**config.mk**
```make
export PLATFORM = sky130hd
export DESIGN_NAME = melody_text_to_midi_events_top
export DESIGN_NICKNAME = d
export VERILOG_FILES = /design/src/hdl/mtm_pkg.sv /design/src/hdl/mtm_queue.sv /design/src/hdl/mtm_front.sv /design/src/hdl/mtm_back.sv /design/src/hdl/melody_text_to_midi_events_top.sv
export VERILOG_INCLUDE_DIRS = /design/src /design/src/hdl
export SDC_FILE = /design/constraint.sdc
export NUM_CORES = 1
export LEC_CHECK = 0
export BUFFER_PORTS_ARGS = -buffer_cell sky130_fd_sc_hd__buf_4
export CAP_MARGIN = 20
export CORE_MARGIN = 1
export CORE_UTILIZATION = 60
export CTS_CLUSTER_SIZE = 28
export DETAILED_ROUTE_END_ITERATION = 8
export PLACE_DENSITY_LB_ADDON = 0.2
export SLEW_MARGIN = 20
export SYNTH_ARGS = -nofsm -noshare
export SYNTH_HDL_FRONTEND = slang
export SYNTH_HIERARCHICAL = 1
export SYNTH_SLANG_ARGS = --single-unit
```
**constraint.sdc**
```tcl
create_clock -name clk_i -period 6.7 [get_ports clk_i]
set_clock_uncertainty 0.1 [all_clocks]
set_input_delay 1.34 -clock clk_i [delete_from_list [all_inputs] [get_ports clk_i]]
set_output_delay 1.34 -clock clk_i [all_outputs]
set_load 0.05 [all_outputs]
```
**src/hdl/melody_text_to_midi_events_top_assert.svh**
```systemverilog
// Assertion macros for the melody text to MIDI event converter.
// Used by the top level only; needs clk_i and rst_ni in scope.
`ifndef MELODY_TEXT_TO_MIDI_EVENTS_TOP_ASSERT_SVH
`define MELODY_TEXT_TO_MIDI_EVENTS_TOP_ASSERT_SVH

// The consequent must hold in the same cycle as the antecedent.
`define MTM_ASSERT_NOW(lbl, ante, cons, msg) \
  lbl: assert property (@(posedge clk_i) disable iff (!rst_ni) (ante) |-> (cons)) \
    else $error(msg);

// The consequent must hold in the cycle after the antecedent.
`define MTM_ASSERT_NEXT(lbl, ante, cons, msg) \
  lbl: assert property (@(posedge clk_i) disable iff (!rst_ni) (ante) |=> (cons)) \
    else $error(msg);

`endif

```
**src/hdl/mtm_pkg.sv**
```systemverilog
// Shared types and constants of the melody text to MIDI event converter.
// No dependencies; used by every module of the block.
package mtm_pkg;

  localparam int unsigned QDepth    = 2;
  localparam int unsigned QAddrW    = $clog2(QDepth);
  localparam int unsigned QCntW     = $clog2(QDepth + 1);
  localparam int unsigned SlotCount = 11;
  localparam int unsigned SlotW     = $clog2(SlotCount);

  localparam logic [7:0] StatusOn  = 8'h90;
  localparam logic [7:0] StatusOff = 8'h80;
  localparam logic [7:0] Velocity  = 8'h60;
  localparam logic [7:0] MetaByte  = 8'hFF;
  localparam logic [7:0] EndOfTrk  = 8'h2F;

  // Tokeniser phase of the front end.
  typedef enum logic [2:0] {
    PH_IDLE,
    PH_OCT,
    PH_SHARP,
    PH_FLAT,
    PH_DUR
  } phase_e;

  // Byte slots that one job may expand into, in emission order.
  typedef enum logic [SlotW-1:0] {
    SL_LEAD,
    SL_STAT,
    SL_NUM,
    SL_VEL,
    SL_DHI,
    SL_DLO,
    SL_E0,
    SL_E1,
    SL_E2,
    SL_E3,
    SL_ABT
  } slot_e;

  // One classified input word as handed from the front to the back end.
  typedef struct packed {
    logic       lead;     // leading zero delta
    logic       note;     // note event
    logic       rest;     // note event uses the note-off status
    logic [6:0] num;      // note number
    logic [8:0] dur;      // duration in ticks
    logic       fin;      // end-of-track sequence
    logic       abort;    // abort word for a bad octave digit
  } job_t;

  typedef struct packed {
    logic full;
    logic empty;
  } q_status_t;

endpackage

```
**src/hdl/mtm_queue.sv**
```systemverilog
// Short job queue between the front and the back end.
// Depends on mtm_pkg for the job type and depth constants.
module mtm_queue (
  input  logic               clk_i,
  input  logic               rst_ni,
  input  logic               push_i,
  input  mtm_pkg::job_t      job_i,
  input  logic               pop_i,
  output mtm_pkg::job_t      job_o,
  output mtm_pkg::q_status_t status_o
);

  mtm_pkg::job_t                 mem_q [mtm_pkg::QDepth];
  logic [mtm_pkg::QAddrW-1:0]    wr_ptr_q, wr_ptr_d;
  logic [mtm_pkg::QAddrW-1:0]    rd_ptr_q, rd_ptr_d;
  logic [mtm_pkg::QCntW-1:0]     count_q, count_d;

  always_comb begin
    wr_ptr_d = push_i ? wr_ptr_q + 1'b1 : wr_ptr_q;
    rd_ptr_d = pop_i ? rd_ptr_q + 1'b1 : rd_ptr_q;
    count_d  = count_q + mtm_pkg::QCntW'(push_i) - mtm_pkg::QCntW'(pop_i);
  end

  always_ff @(posedge clk_i or negedge rst_ni) begin
    if (!rst_ni) begin
      wr_ptr_q <= '0;
      rd_ptr_q <= '0;
      count_q  <= '0;
    end else begin
      wr_ptr_q <= wr_ptr_d;
      rd_ptr_q <= rd_ptr_d;
      count_q  <= count_d;
    end
  end

  always_ff @(posedge clk_i) begin
    if (push_i) begin
      mem_q[wr_ptr_q] <= job_i;
    end
  end

  assign job_o          = mem_q[rd_ptr_q];
  assign status_o.full  = (count_q == mtm_pkg::QCntW'(mtm_pkg::QDepth));
  assign status_o.empty = (count_q == '0);

endmodule

```
**src/hdl/mtm_front.sv**
```systemverilog
// Front end: accepts melody characters, tracks the token state and
// classifies each word into a job. Depends on mtm_pkg.
module mtm_front (
  input  logic               clk_i,
  input  logic               rst_ni,
  input  logic               s_axis_tvalid_i,
  output logic               s_axis_tready_o,
  input  logic [7:0]         s_axis_tdata_i,   // [7:0] text_char
  input  logic               s_axis_tlast_i,   // text_last
  input  mtm_pkg::q_status_t q_status_i,
  output logic               push_o,
  output mtm_pkg::job_t      job_o
);

  mtm_pkg::phase_e phase_q, phase_d;
  logic [1:0]      oct_q, oct_d;
  logic            rest_q, rest_d;
  logic [6:0]      note_q, note_d;
  logic            started_q, started_d;
  logic            aborted_q, aborted_d;

  logic            accept;
  logic [7:0]      c;
  logic            last;

  // Result of taking one character.
  mtm_pkg::phase_e tk_phase;
  logic            tk_bad;
  logic            tk_emit;
  logic [8:0]      tk_dur;
  logic [1:0]      tk_oct;
  logic            tk_rest;
  logic [6:0]      tk_note;
  logic [7:0]      oct_diff;
  logic [4:0]      off;
  logic            fin_bad;
  logic            fin_note;

  function automatic logic [4:0] plain_off(input logic [7:0] ch);
    logic [4:0] r;
    r = 5'h10;
    case (ch)
      "c": r = 5'd0;
      "d": r = 5'd2;
      "e": r = 5'd4;
      "f": r = 5'd5;
      "g": r = 5'd7;
      "a": r = 5'd9;
      "b": r = 5'd11;
      default: r = 5'h10;
    endcase
    return r;
  endfunction

  function automatic logic [4:0] sharp_off(input logic [7:0] ch);
    logic [4:0] r;
    r = 5'h10;
    case (ch)
      "c": r = 5'd1;
      "d": r = 5'd3;
      "f": r = 5'd6;
      "g": r = 5'd8;
      "a": r = 5'd10;
      default: r = 5'h10;
    endcase
    return r;
  endfunction

  function automatic logic [4:0] flat_off(input logic [7:0] ch);
    logic [4:0] r;
    r = 5'h10;
    case (ch)
      "d": r = 5'd1;
      "e": r = 5'd3;
      "g": r = 5'd6;
      "a": r = 5'd8;
      "b": r = 5'd10;
      default: r = 5'h10;
    endcase
    return r;
  endfunction

  function automatic logic [8:0] ticks(input logic [7:0] ch);
    logic [8:0] r;
    r = 9'd0;
    case (ch)
      "0": r = 9'd280;
      "1": r = 9'd140;
      "2": r = 9'd70;
      "3": r = 9'd35;
      "4": r = 9'd18;
      default: r = 9'd0;
    endcase
    return r;
  endfunction

  assign accept          = s_axis_tvalid_i & s_axis_tready_o;
  assign s_axis_tready_o = ~q_status_i.full;
  assign c               = s_axis_tdata_i;
  assign last            = s_axis_tlast_i;
  assign oct_diff        = c - 8'h33;

  // Character decode.  Bit 4 of an offset marks an unknown letter.
  always_comb begin
    tk_phase = phase_q;
    tk_bad   = 1'b0;
    tk_emit  = 1'b0;
    tk_dur   = ticks(c);
    tk_oct   = oct_q;
    tk_rest  = rest_q;
    off      = 5'h10;
    unique case (phase_q)
      mtm_pkg::PH_OCT: begin
        if (c >= "3" && c <= "6") begin
          tk_oct   = oct_diff[1:0];
          tk_phase = mtm_pkg::PH_IDLE;
        end else begin
          tk_bad = 1'b1;
        end
      end
      mtm_pkg::PH_SHARP: begin
        off      = sharp_off(c);
        tk_phase = mtm_pkg::PH_DUR;
      end
      mtm_pkg::PH_FLAT: begin
        off      = flat_off(c);
        tk_phase = mtm_pkg::PH_DUR;
      end
      mtm_pkg::PH_DUR: begin
        tk_emit  = 1'b1;
        tk_phase = mtm_pkg::PH_IDLE;
      end
      default: begin
        if (c == "*") begin
          tk_phase = mtm_pkg::PH_OCT;
        end else if (c == "#") begin
          tk_phase = mtm_pkg::PH_SHARP;
        end else if (c == "&") begin
          tk_phase = mtm_pkg::PH_FLAT;
        end else begin
          if (c == "r") begin
            tk_rest = 1'b1;
          end else begin
            off = plain_off(c);
          end
          tk_phase = mtm_pkg::PH_DUR;
        end
      end
    endcase
    tk_note = note_q;
    if (!off[4]) begin
      tk_rest = 1'b0;
      tk_note = 7'd48 + {3'b000, off[3:0]} + {2'b00, tk_oct, 3'b000}
              + {3'b000, tk_oct, 2'b00};
    end
    // A melody that ends inside a token finishes it as if NUL followed.
    fin_bad  = last && !tk_bad && (tk_phase == mtm_pkg::PH_OCT);
    fin_note = last && !tk_bad && (tk_phase != mtm_pkg::PH_OCT)
            && (tk_phase != mtm_pkg::PH_IDLE);
  end

  // Next state.
  always_comb begin
    phase_d   = phase_q;
    oct_d     = oct_q;
    rest_d    = rest_q;
    note_d    = note_q;
    started_d = started_q;
    aborted_d = aborted_q;
    if (accept) begin
      if (last) begin
        phase_d   = mtm_pkg::PH_IDLE;
        oct_d     = 2'd1;
        rest_d    = 1'b0;
        note_d    = '0;
        started_d = 1'b0;
        aborted_d = 1'b0;
      end else if (!aborted_q) begin
        phase_d   = tk_phase;
        oct_d     = tk_oct;
        rest_d    = tk_rest;
        note_d    = tk_note;
        started_d = 1'b1;
        aborted_d = tk_bad;
      end
    end
  end

  // Job towards the back end.
  always_comb begin
    job_o.lead  = ~started_q;
    job_o.note  = tk_emit | fin_note;
    job_o.rest  = tk_rest;
    job_o.num   = tk_note;
    job_o.dur   = tk_emit ? tk_dur : 9'd0;
    job_o.abort = tk_bad | fin_bad;
    job_o.fin   = last & ~tk_bad & ~fin_bad;
    push_o      = accept & ~aborted_q
                & (job_o.lead | job_o.note | job_o.abort | job_o.fin);
  end

  always_ff @(posedge clk_i or negedge rst_ni) begin
    if (!rst_ni) begin
      phase_q   <= mtm_pkg::PH_IDLE;
      oct_q     <= 2'd1;
      rest_q    <= 1'b0;
      note_q    <= '0;
      started_q <= 1'b0;
      aborted_q <= 1'b0;
    end else begin
      phase_q   <= phase_d;
      oct_q     <= oct_d;
      rest_q    <= rest_d;
      note_q    <= note_d;
      started_q <= started_d;
      aborted_q <= aborted_d;
    end
  end

endmodule

```
**src/hdl/mtm_back.sv**
```systemverilog
// Back end: expands queued jobs into track bytes, one word per cycle while
// the receiver takes them, through a registered output stage. Depends on mtm_pkg.
module mtm_back (
  input  logic               clk_i,
  input  logic               rst_ni,
  input  mtm_pkg::job_t      job_i,
  input  mtm_pkg::q_status_t q_status_i,
  output logic               pop_o,
  output logic               m_axis_tvalid_o,
  input  logic               m_axis_tready_i,
  output logic [7:0]         m_axis_tdata_o,   // [7:0] out_byte
  output logic               m_axis_tlast_o,   // run_last
  output logic [1:0]         m_axis_tuser_o    // [0] track_end, [1] bad_octave
);

  localparam int unsigned N = mtm_pkg::SlotCount;

  logic [N-1:0]   mask_q, mask_d;
  logic [N-1:0]   rem;
  logic [N-1:0]   job_mask;
  logic           rest_q;
  logic [6:0]     num_q;
  logic [8:0]     dur_q;
  mtm_pkg::slot_e sel;
  logic           emit;
  logic           load;
  logic [7:0]     byte_val;

  logic           ovalid_q, ovalid_d;
  logic [7:0]     odata_q;
  logic           olast_q;
  logic [1:0]     ouser_q;

  always_comb begin
    job_mask                    = '0;
    job_mask[mtm_pkg::SL_LEAD]  = job_i.lead;
    job_mask[mtm_pkg::SL_STAT]  = job_i.note;
    job_mask[mtm_pkg::SL_NUM]   = job_i.note;
    job_mask[mtm_pkg::SL_VEL]   = job_i.note;
    job_mask[mtm_pkg::SL_DHI]   = job_i.note & (job_i.dur[8:7] != 2'b00);
    job_mask[mtm_pkg::SL_DLO]   = job_i.note;
    job_mask[mtm_pkg::SL_E0]    = job_i.fin;
    job_mask[mtm_pkg::SL_E1]    = job_i.fin;
    job_mask[mtm_pkg::SL_E2]    = job_i.fin;
    job_mask[mtm_pkg::SL_E3]    = job_i.fin;
    job_mask[mtm_pkg::SL_ABT]   = job_i.abort;
  end

  // Lowest pending slot is the next byte.
  always_comb begin
    sel = mtm_pkg::SL_LEAD;
    for (int i = N - 1; i >= 0; i--) begin
      if (mask_q[i]) begin
        sel = mtm_pkg::slot_e'(mtm_pkg::SlotW'(i));
      end
    end
  end

  always_comb begin
    unique case (sel)
      mtm_pkg::SL_STAT: byte_val = rest_q ? mtm_pkg::StatusOff : mtm_pkg::StatusOn;
      mtm_pkg::SL_NUM:  byte_val = {1'b0, num_q};
      mtm_pkg::SL_VEL:  byte_val = mtm_pkg::Velocity;
      mtm_pkg::SL_DHI:  byte_val = {6'b100000, dur_q[8:7]};
      mtm_pkg::SL_DLO:  byte_val = {1'b0, dur_q[6:0]};
      mtm_pkg::SL_E1:   byte_val = mtm_pkg::MetaByte;
      mtm_pkg::SL_E2:   byte_val = mtm_pkg::EndOfTrk;
      default:          byte_val = 8'h00;
    endcase
  end

  assign rem  = mask_q & (mask_q - N'(1));
  assign emit = (mask_q != '0) & (~ovalid_q | m_axis_tready_i);
  // A new job is taken when the current one has nothing left to send.
  assign load = ~q_status_i.empty & ((mask_q == '0) | (emit & (rem == '0)));
  assign pop_o = load;

  always_comb begin
    mask_d = mask_q;
    if (emit) begin
      mask_d = rem;
    end
    if (load) begin
      mask_d = job_mask;
    end
    ovalid_d = emit ? 1'b1 : (m_axis_tready_i ? 1'b0 : ovalid_q);
  end

  always_ff @(posedge clk_i or negedge rst_ni) begin
    if (!rst_ni) begin
      mask_q   <= '0;
      ovalid_q <= 1'b0;
    end else begin
      mask_q   <= mask_d;
      ovalid_q <= ovalid_d;
    end
  end

  always_ff @(posedge clk_i) begin
    if (load) begin
      rest_q <= job_i.rest;
      num_q  <= job_i.num;
      dur_q  <= job_i.dur;
    end
    if (emit) begin
      odata_q    <= byte_val;
      olast_q    <= (rem == '0);
      ouser_q[0] <= (sel == mtm_pkg::SL_E3) | (sel == mtm_pkg::SL_ABT);
      ouser_q[1] <= (sel == mtm_pkg::SL_ABT);
    end
  end

  assign m_axis_tvalid_o = ovalid_q;
  assign m_axis_tdata_o  = odata_q;
  assign m_axis_tlast_o  = olast_q;
  assign m_axis_tuser_o  = ouser_q;

endmodule

```
**src/hdl/melody_text_to_midi_events_top.sv**
```systemverilog
// Melody text to MIDI track-body converter, top level.
//
// Input stream: one melody character per word on s_axis (tdata = character,
// tlast = final character of the melody). Output stream: one track-body byte
// per word on m_axis (tdata = byte, tlast = last byte caused by one input
// word, tuser[0] = byte completes the track or an abort, tuser[1] = abort
// for a bad octave digit).
// The front end takes a character per cycle while the two-entry job queue
// has room; the back end sends one byte per cycle while the receiver takes
// them, and an input word causes up to nine bytes. Rate is set by the
// single byte lane of the back end.
// An accepted character's job passes through the queue, the slot mask and the output register.
// Reset clears the token state, octave 1, and empties queue and output.
// When the receiver stalls the output word holds, the queue fills, and
// then s_axis_tready drops until bytes drain again.
`include "melody_text_to_midi_events_top_assert.svh"

module melody_text_to_midi_events_top (
  input  logic       clk_i,
  input  logic       rst_ni,
  input  logic       s_axis_tvalid_i,
  output logic       s_axis_tready_o,
  input  logic [7:0] s_axis_tdata_i,   // [7:0] text_char
  input  logic       s_axis_tlast_i,   // text_last
  output logic       m_axis_tvalid_o,
  input  logic       m_axis_tready_i,
  output logic [7:0] m_axis_tdata_o,   // [7:0] out_byte
  output logic       m_axis_tlast_o,   // run_last
  output logic [1:0] m_axis_tuser_o    // [0] track_end, [1] bad_octave
);

  mtm_pkg::job_t      push_job;
  mtm_pkg::job_t      head_job;
  mtm_pkg::q_status_t q_status;
  logic               push;
  logic               pop;

  mtm_front u_front (
    .clk_i          (clk_i),
    .rst_ni         (rst_ni),
    .s_axis_tvalid_i(s_axis_tvalid_i),
    .s_axis_tready_o(s_axis_tready_o),
    .s_axis_tdata_i (s_axis_tdata_i),
    .s_axis_tlast_i (s_axis_tlast_i),
    .q_status_i     (q_status),
    .push_o         (push),
    .job_o          (push_job)
  );

  mtm_queue u_queue (
    .clk_i   (clk_i),
    .rst_ni  (rst_ni),
    .push_i  (push),
    .job_i   (push_job),
    .pop_i   (pop),
    .job_o   (head_job),
    .status_o(q_status)
  );

  mtm_back u_back (
    .clk_i          (clk_i),
    .rst_ni         (rst_ni),
    .job_i          (head_job),
    .q_status_i     (q_status),
    .pop_o          (pop),
    .m_axis_tvalid_o(m_axis_tvalid_o),
    .m_axis_tready_i(m_axis_tready_i),
    .m_axis_tdata_o (m_axis_tdata_o),
    .m_axis_tlast_o (m_axis_tlast_o),
    .m_axis_tuser_o (m_axis_tuser_o)
  );

  // Assertions.
  `MTM_ASSERT_NOW(a_no_overflow, push, !q_status.full, "job pushed into a full queue")
  `MTM_ASSERT_NOW(a_no_underflow, pop, !q_status.empty, "job popped from an empty queue")
  `MTM_ASSERT_NOW(a_abort_word, m_axis_tvalid_o && m_axis_tuser_o[1],
                  (m_axis_tdata_o == 8'h00) && m_axis_tlast_o && m_axis_tuser_o[0],
                  "malformed abort word")
  `MTM_ASSERT_NEXT(a_push_fills, push && !pop && q_status.empty, !q_status.empty,
                   "queue lost a pushed job")

endmodule
```
## Yosys cells after proc, flatten, opt, wreduce, memory -nomap -nowiden

Memory sizes are Yosys's and may differ from the RTL's.
Cells that the tools add are included.

- Bits in latches: 0
- Logic and storage cells: 163
- Bits in read-only memories: 0
- Input bits: 13
- Memories kept: 1
- RAM bits: 42
- Register bits: 59

- Shifts and indexed selects: 0
- Multipliers: 0
- Mux-type cells: 58
- Reduce and logical (&&, ||, !) cells: 18
- Divide/modulo/power cells: 0
- Equal/unequal tests: 33
- $add $sub $neg: 9
- $lt $le $gt $ge: 2
- Bitwise logic cells: 25

Memories:

| name | words | width | rd ports | clocked after Yosys merged registers in | wr ports | RTL line | RTL |
|---|---|---|---|---|---|---|---|
| u_queue.mem_q | 2 | 21 | 1 | 0 | 1 | mtm_queue.sv:13 | `mtm_pkg::job_t mem_q [mtm_pkg::QDepth];` |

Operator list:

| operator | count |
|---|---|
| $eq A8 B6 Y1 const B | 8 |
| $eq A8 B7 Y1 const B | 8 |
| $pmux W8 S7 | 1 |
| $pmux W5 S5 | 2 |
| $pmux W9 S5 | 1 |
| $mux W4 | 11 |
| $pmux W5 S7 | 1 |
| $mux W5 | 5 |
| $logic_not A11 Y1 | 2 |
| $mux W11 | 2 |
| $mux W7 | 3 |
| $mux W1 | 19 |
| $mux W3 | 6 |
| $pmux W5 S3 | 1 |
| $eq A4 B3 Y1 const B | 3 |
| $eq A4 B4 Y1 const B | 3 |
| $and A11 B11 Y11 | 1 |
| $reduce_bool A11 Y1 | 1 |
| $sub A11 B1 Y11 const B | 1 |
| $and A1 B1 Y1 | 9 |
| $mux W9 | 1 |
| $pmux W3 S3 | 1 |
| $eq A4 B2 Y1 const B | 2 |
| $ge A8 B6 Y1 const B | 1 |
| other kinds (26) | 52 |

## Logic depth before layout (Yosys ltp)

- Word-level depth: 15
- Depth in mapped cells: 17
- Depth with buffers taken out: 16

## Modules after synthesis

The synthesis kept the hierarchy.

Modules (own cells, without submodules):

| module | area each (µm²) | cells each | times used |
|---|---|---|---|
| mtm_back | 1926.8 | 160 | 1 |
| mtm_front | 1732.9 | 200 | 1 |
| mtm_queue | 1716.6 | 80 | 1 |

## Worst setup path before layout

No wires, ideal clock.

- Kind: input-to-reg
- Start: input s_axis_tdata_i[0]
- End: memory u_queue/mem_q[0][16] (netlist bit), data pin
- Setup time: 0.262 ns
- Data arrival time: 4.716 ns
- Data required time: 6.338 ns
- Setup slack: 1.623 ns
- Path buffers: 1
- Cell stages on the path: 17
- Cells stage by stage: inv_1 -> ha_1 -> clkbuf_1 -> nand3b_1 -> o2111ai_2 -> nor2_1 -> mux2i_1 -> inv_1 -> fa_1 -> ha_1 -> inv_1 -> fa_1 -> inv_1 -> nor2_1 -> o22ai_1 -> or3b_1 -> mux2_4

RTL lines:

| item | RTL line | RTL |
|---|---|---|
| from (decl) | melody_text_to_midi_events_top.sv:23 | `input logic [7:0] s_axis_tdata_i,` |
| to (decl) | mtm_queue.sv:13 |  |

==> out/metrics.csv <==
stage,metric,value,unit
die,rows,34,
synth,async_flop_share,0.3069,
sta,hold_violations,0,
detailed_routing,ant_nets,0,
die,dieArea,9343,µm²
critical_path,r2r_setup_slack,2270,ps
synth,syn_area_per_cell,12.22,µm²
detailed_routing,wl_met2,5170,µm
clock_tree,root_buffer,clkbuf_8,
detailed_routing,drtIter0Drc,150,
critical_path,worstSetupStartpoint,s_axis_tdata_i[0],
clock_tree,path_clk_slew,90,ps
clock_tree,clockBufferDepth,2,
power_and_ir_drop,power_per_cell_area,413.1,nW/µm²
flow_run,maxCapViolCount,0,
grt,grt_pass1_vias,3363,
synth,synth_ff_type,edfxtp_1,
detailed_routing,viasPerCell,6.286,
detailed_routing,wl,10060,µm
detailed_routing,met3WireLength,447,µm
clock_tree,hold_buffers,0,
synth,netlist_instances,440,
layout,layout_commonest_cell,edfxtp_1,
detailed_routing,via_count,3539,
critical_path,path_common_cell,inv_1,
layout,areaGrowthSynthToFinish,5.748,%
detailed_routing,wl_per_cell,17.87,µm
critical_path,worst_setup_path_start_kind,input port,
placement,gp_congestion,0.9691,
layout,final_cell_area,5685,µm²
die,die_w,96.66,µm
synth,syn_nets,465,
clock_tree,cts.repair.resized,0,
sta,finalSetupViolCount,0,
sta,tns,0,ps
placement,io_buffers,25,
grt,grt_pass1_wl,16610,µm
sta,timing.fmax,185.4,MHz
clock_tree,htree_levels,3,
critical_path,path_delay_family,adder cells,
sta,min_period,5393,ps
die,pin_count,26,
sta,finalMaxSlewViolations,0,
synth,seq_area_frac_synth,0.5355,
placement,dp_hpwl,7246,µm
critical_path,r2r_start,u_front/phase_q[0],
placement,postPlaceCellArea,5499,µm²
sta,fin_crit_sh,0.8050,
critical_path,critPathBufInv,5,
critical_path,crit_required,6720,ps
critical_path,r2r_cells,13,
clock_tree,post-cts-setup-buffers,0,
detailed_routing,wl_met1,4272,µm
worst_hold_path,whs_path_depth,2,
worst_hold_path,min_path_type,reg2reg,
die,start_util,0.6195,
layout,nFillCells,676,
status,status,"finished, final reports clean",
critical_path,endpoint,u_queue/mem_q[1][16],
critical_path,crit_slowest_cell,fa_1,
die,core,8678,µm²
sta,worst_pin_slew,979.7,ps
critical_path,slowest_delay,560,ps
layout,diodes,0,
critical_path,crit_type,in2reg,
grt,grt_max_degree,32,
grt,grt_overflow,0,
clock_tree,worst_skew_pair.late_latency,370,ps
critical_path,cp_cell_sequence,buf_4 -> inv_1 -> ha_1 -> nand3b_1 -> o2111ai_2 -> nor2_1 -> mux2i_1 -> inv_1 -> fa_1 -> ha_1 -> inv_1 -> fa_1 -> inv_1 -> nor2_1 -> o22ai_1 -> or3b_1 -> mux2_4,
sta,relSlewSlack,0.3469,
detailed_routing,drt_pre_antenna_iters,5,
critical_path,path_max_fanout,19,
clock_tree,cts_tree,built,
critical_path,path_depth,17,
synth,synth-edff-count,70,
synth,yosysWarnings,6,
critical_path,worstPathArrival,5410,ps
power_and_ir_drop,ir_drop,0.1540,mV
layout,layout-drive-gt1-share,0.2176,
critical_path,critPathCaptureType,flip-flop,
grt,grt_util_all_layers,0.2261,
synth,syn_area,5376,µm²
critical_path,rr_endpoint,u_queue/mem_q[1][16],
clock_tree,cts_buffers,9,
clock_tree,clock-sinks,101,
synth,ys_ff_latch,101,
synth,synth_cell_types,84,
die,dieHeight,96.66,µm
sta,rsz0062_at_grt,false,
detailed_routing,highest_layer,met4,
grt,antenna_found_initial,0,
power_and_ir_drop,cellLeakagePower,2.161,nW
layout,mostFrequentLayoutCells,"edfxtp_1 (70), dfrtp_1 (30), nand2_1 (28), buf_4 (27), mux2_2 (27)",
detailed_routing,route.detailed.drc,0,
layout,nets,475,
==> worst min-delay path by stage <==
stage / startpoint / endpoint / slack (ps)
after detailed placement: u_front/oct_q[0] / u_front/oct_q[0] / 370
after CTS: u_front/oct_q[0] / u_front/oct_q[0] / 390
after floorplan: u_front/oct_q[0] / u_front/oct_q[0] / 340
after global placement: u_front/oct_q[0] / u_front/oct_q[0] / 360
final: u_front/oct_q[0] / u_front/oct_q[0] / 380
after global routing: u_front/note_q[2] / u_front/note_q[2] / 410
==> cell type report <==
cell class	count	area, µm²	share of cell area
clock buffer	9	123.9	0.02179
clock inverter	7	62.56	0.01100
inverter	20	75.07	0.01320
multi-input combinational	291	2207	0.3882
sequential	101	2879	0.5064
tap	108	135.1	0.02377
timing repair buffer	27	202.7	0.03565
==> metrics by stage <==
| stage | setup WS, ps | total power [W] | cells | hold WS, ps | utilization |
|---|---|---|---|---|---|
| finish | 1307 | 0.002349 | 563 | 379.6 | 0.6551 |
| global route | 1011 | 0.002489 | 563 | 406.7 | 0.6551 |
| CTS | 1360 | 0.002355 | 563 | 385.2 | 0.6551 |
| detailed placement | 965.8 | 0.001989 | 547 | 368.6 | 0.6337 |
| global placement | 1139 | 0.001961 | 547 | 356.3 | 0.6337 |
| floorplan | 1623 | 0.001784 | 440 | 339.1 | - |
==> where the power goes <==
group | switching, W | total (W) | internal (W)
registers | 0.000136 | 0.00105 | 0.000917
clock network | 0.000223 | 0.000367 | 0.000144
logic | 0.000573 | 0.000928 | 0.000355
total | 0.000933 | 0.00235 | 0.00142
==> worst register-to-register path, delay by kind of cell (launching register included) <==
kind	cells	cell delay, ps
AND/OR/NAND/NOR	4	1280
adder cells (fa/ha/maj)	3	1130
AO/OA/AOI/OAI	1	100
multiplexers	2	640
buffers and inverters	3	290
flip-flops	1	660
==> synthesized netlist by cell type, types with 3 or more instances <==
master,instances,area share
xor2_1,3,0.0049
nand3_1,11,0.010
a22o_1,3,0.0049
clkbuf_1,7,0.0049
nor3b_1,3,0.0042
buf_4,3,0.0042
o21ai_0,14,0.013
nand2_1,28,0.020
dfrtp_1,30,0.14
o211ai_1,3,0.0042
o31ai_1,6,0.0084
buf_6,7,0.015
and2_1,10,0.012
mux2i_1,5,0.0093
edfxtp_1,70,0.39
o21ai_1,10,0.0093
mux2_2,27,0.057
or4_1,5,0.0070
o21a_1,3,0.0042
nor4_1,3,0.0035
nand3b_1,3,0.0042
o41ai_1,3,0.0049
o2111ai_1,4,0.0065
nor3_1,11,0.010
inv_1,20,0.014
a21oi_1,15,0.014
nand2b_1,5,0.0058
a32o_1,6,0.011
buf_2,7,0.0065
o311a_1,3,0.0056
ha_1,10,0.023
a211oi_1,4,0.0056
nor2b_1,14,0.016
nor2_1,18,0.013
==> per-layer routing <==
metal | GRT usage | vias up
li1 | - | 1673
met1 | 0.2950 | 1743
met2 | 0.3814 | 108
met3 | 0.03396 | 15
met4 | 0.08955 | 0
met5 | 0 | -
==> kinds of logic (layout without fill, tap and decap cells) <==
| group | after synthesis | count (layout) | synth area share |
|---|---|---|---|
| and+or+nand+nor | 140 | 140 | 0.1589 |
| buffers and inverters | 48 | 63 | 0.05399 |
| DFF | 101 | 101 | 0.5355 |
| xor gates and xnor gates | 6 | 6 | 0.01396 |
| AOI/OAI and AO/OA | 99 | 99 | 0.1364 |
| muxes | 33 | 33 | 0.06865 |
| adders and majority gates | 13 | 13 | 0.03258 |
==> flip-flops by register name (all words and copies together), names as in the netlist, 2 cells and up <==
signal,flops
u_front/note_q,7
u_back/dur_q,9
u_back/mask_q,11
u_front/oct_q,2
u_back/num_q,7
u_back/m_axis_tdata_o,8
u_front/phase_q,3
u_queue/mem_q,42
u_back/m_axis_tuser_o,2
u_queue/count_q,2
(Power assumes the default switching activity.)
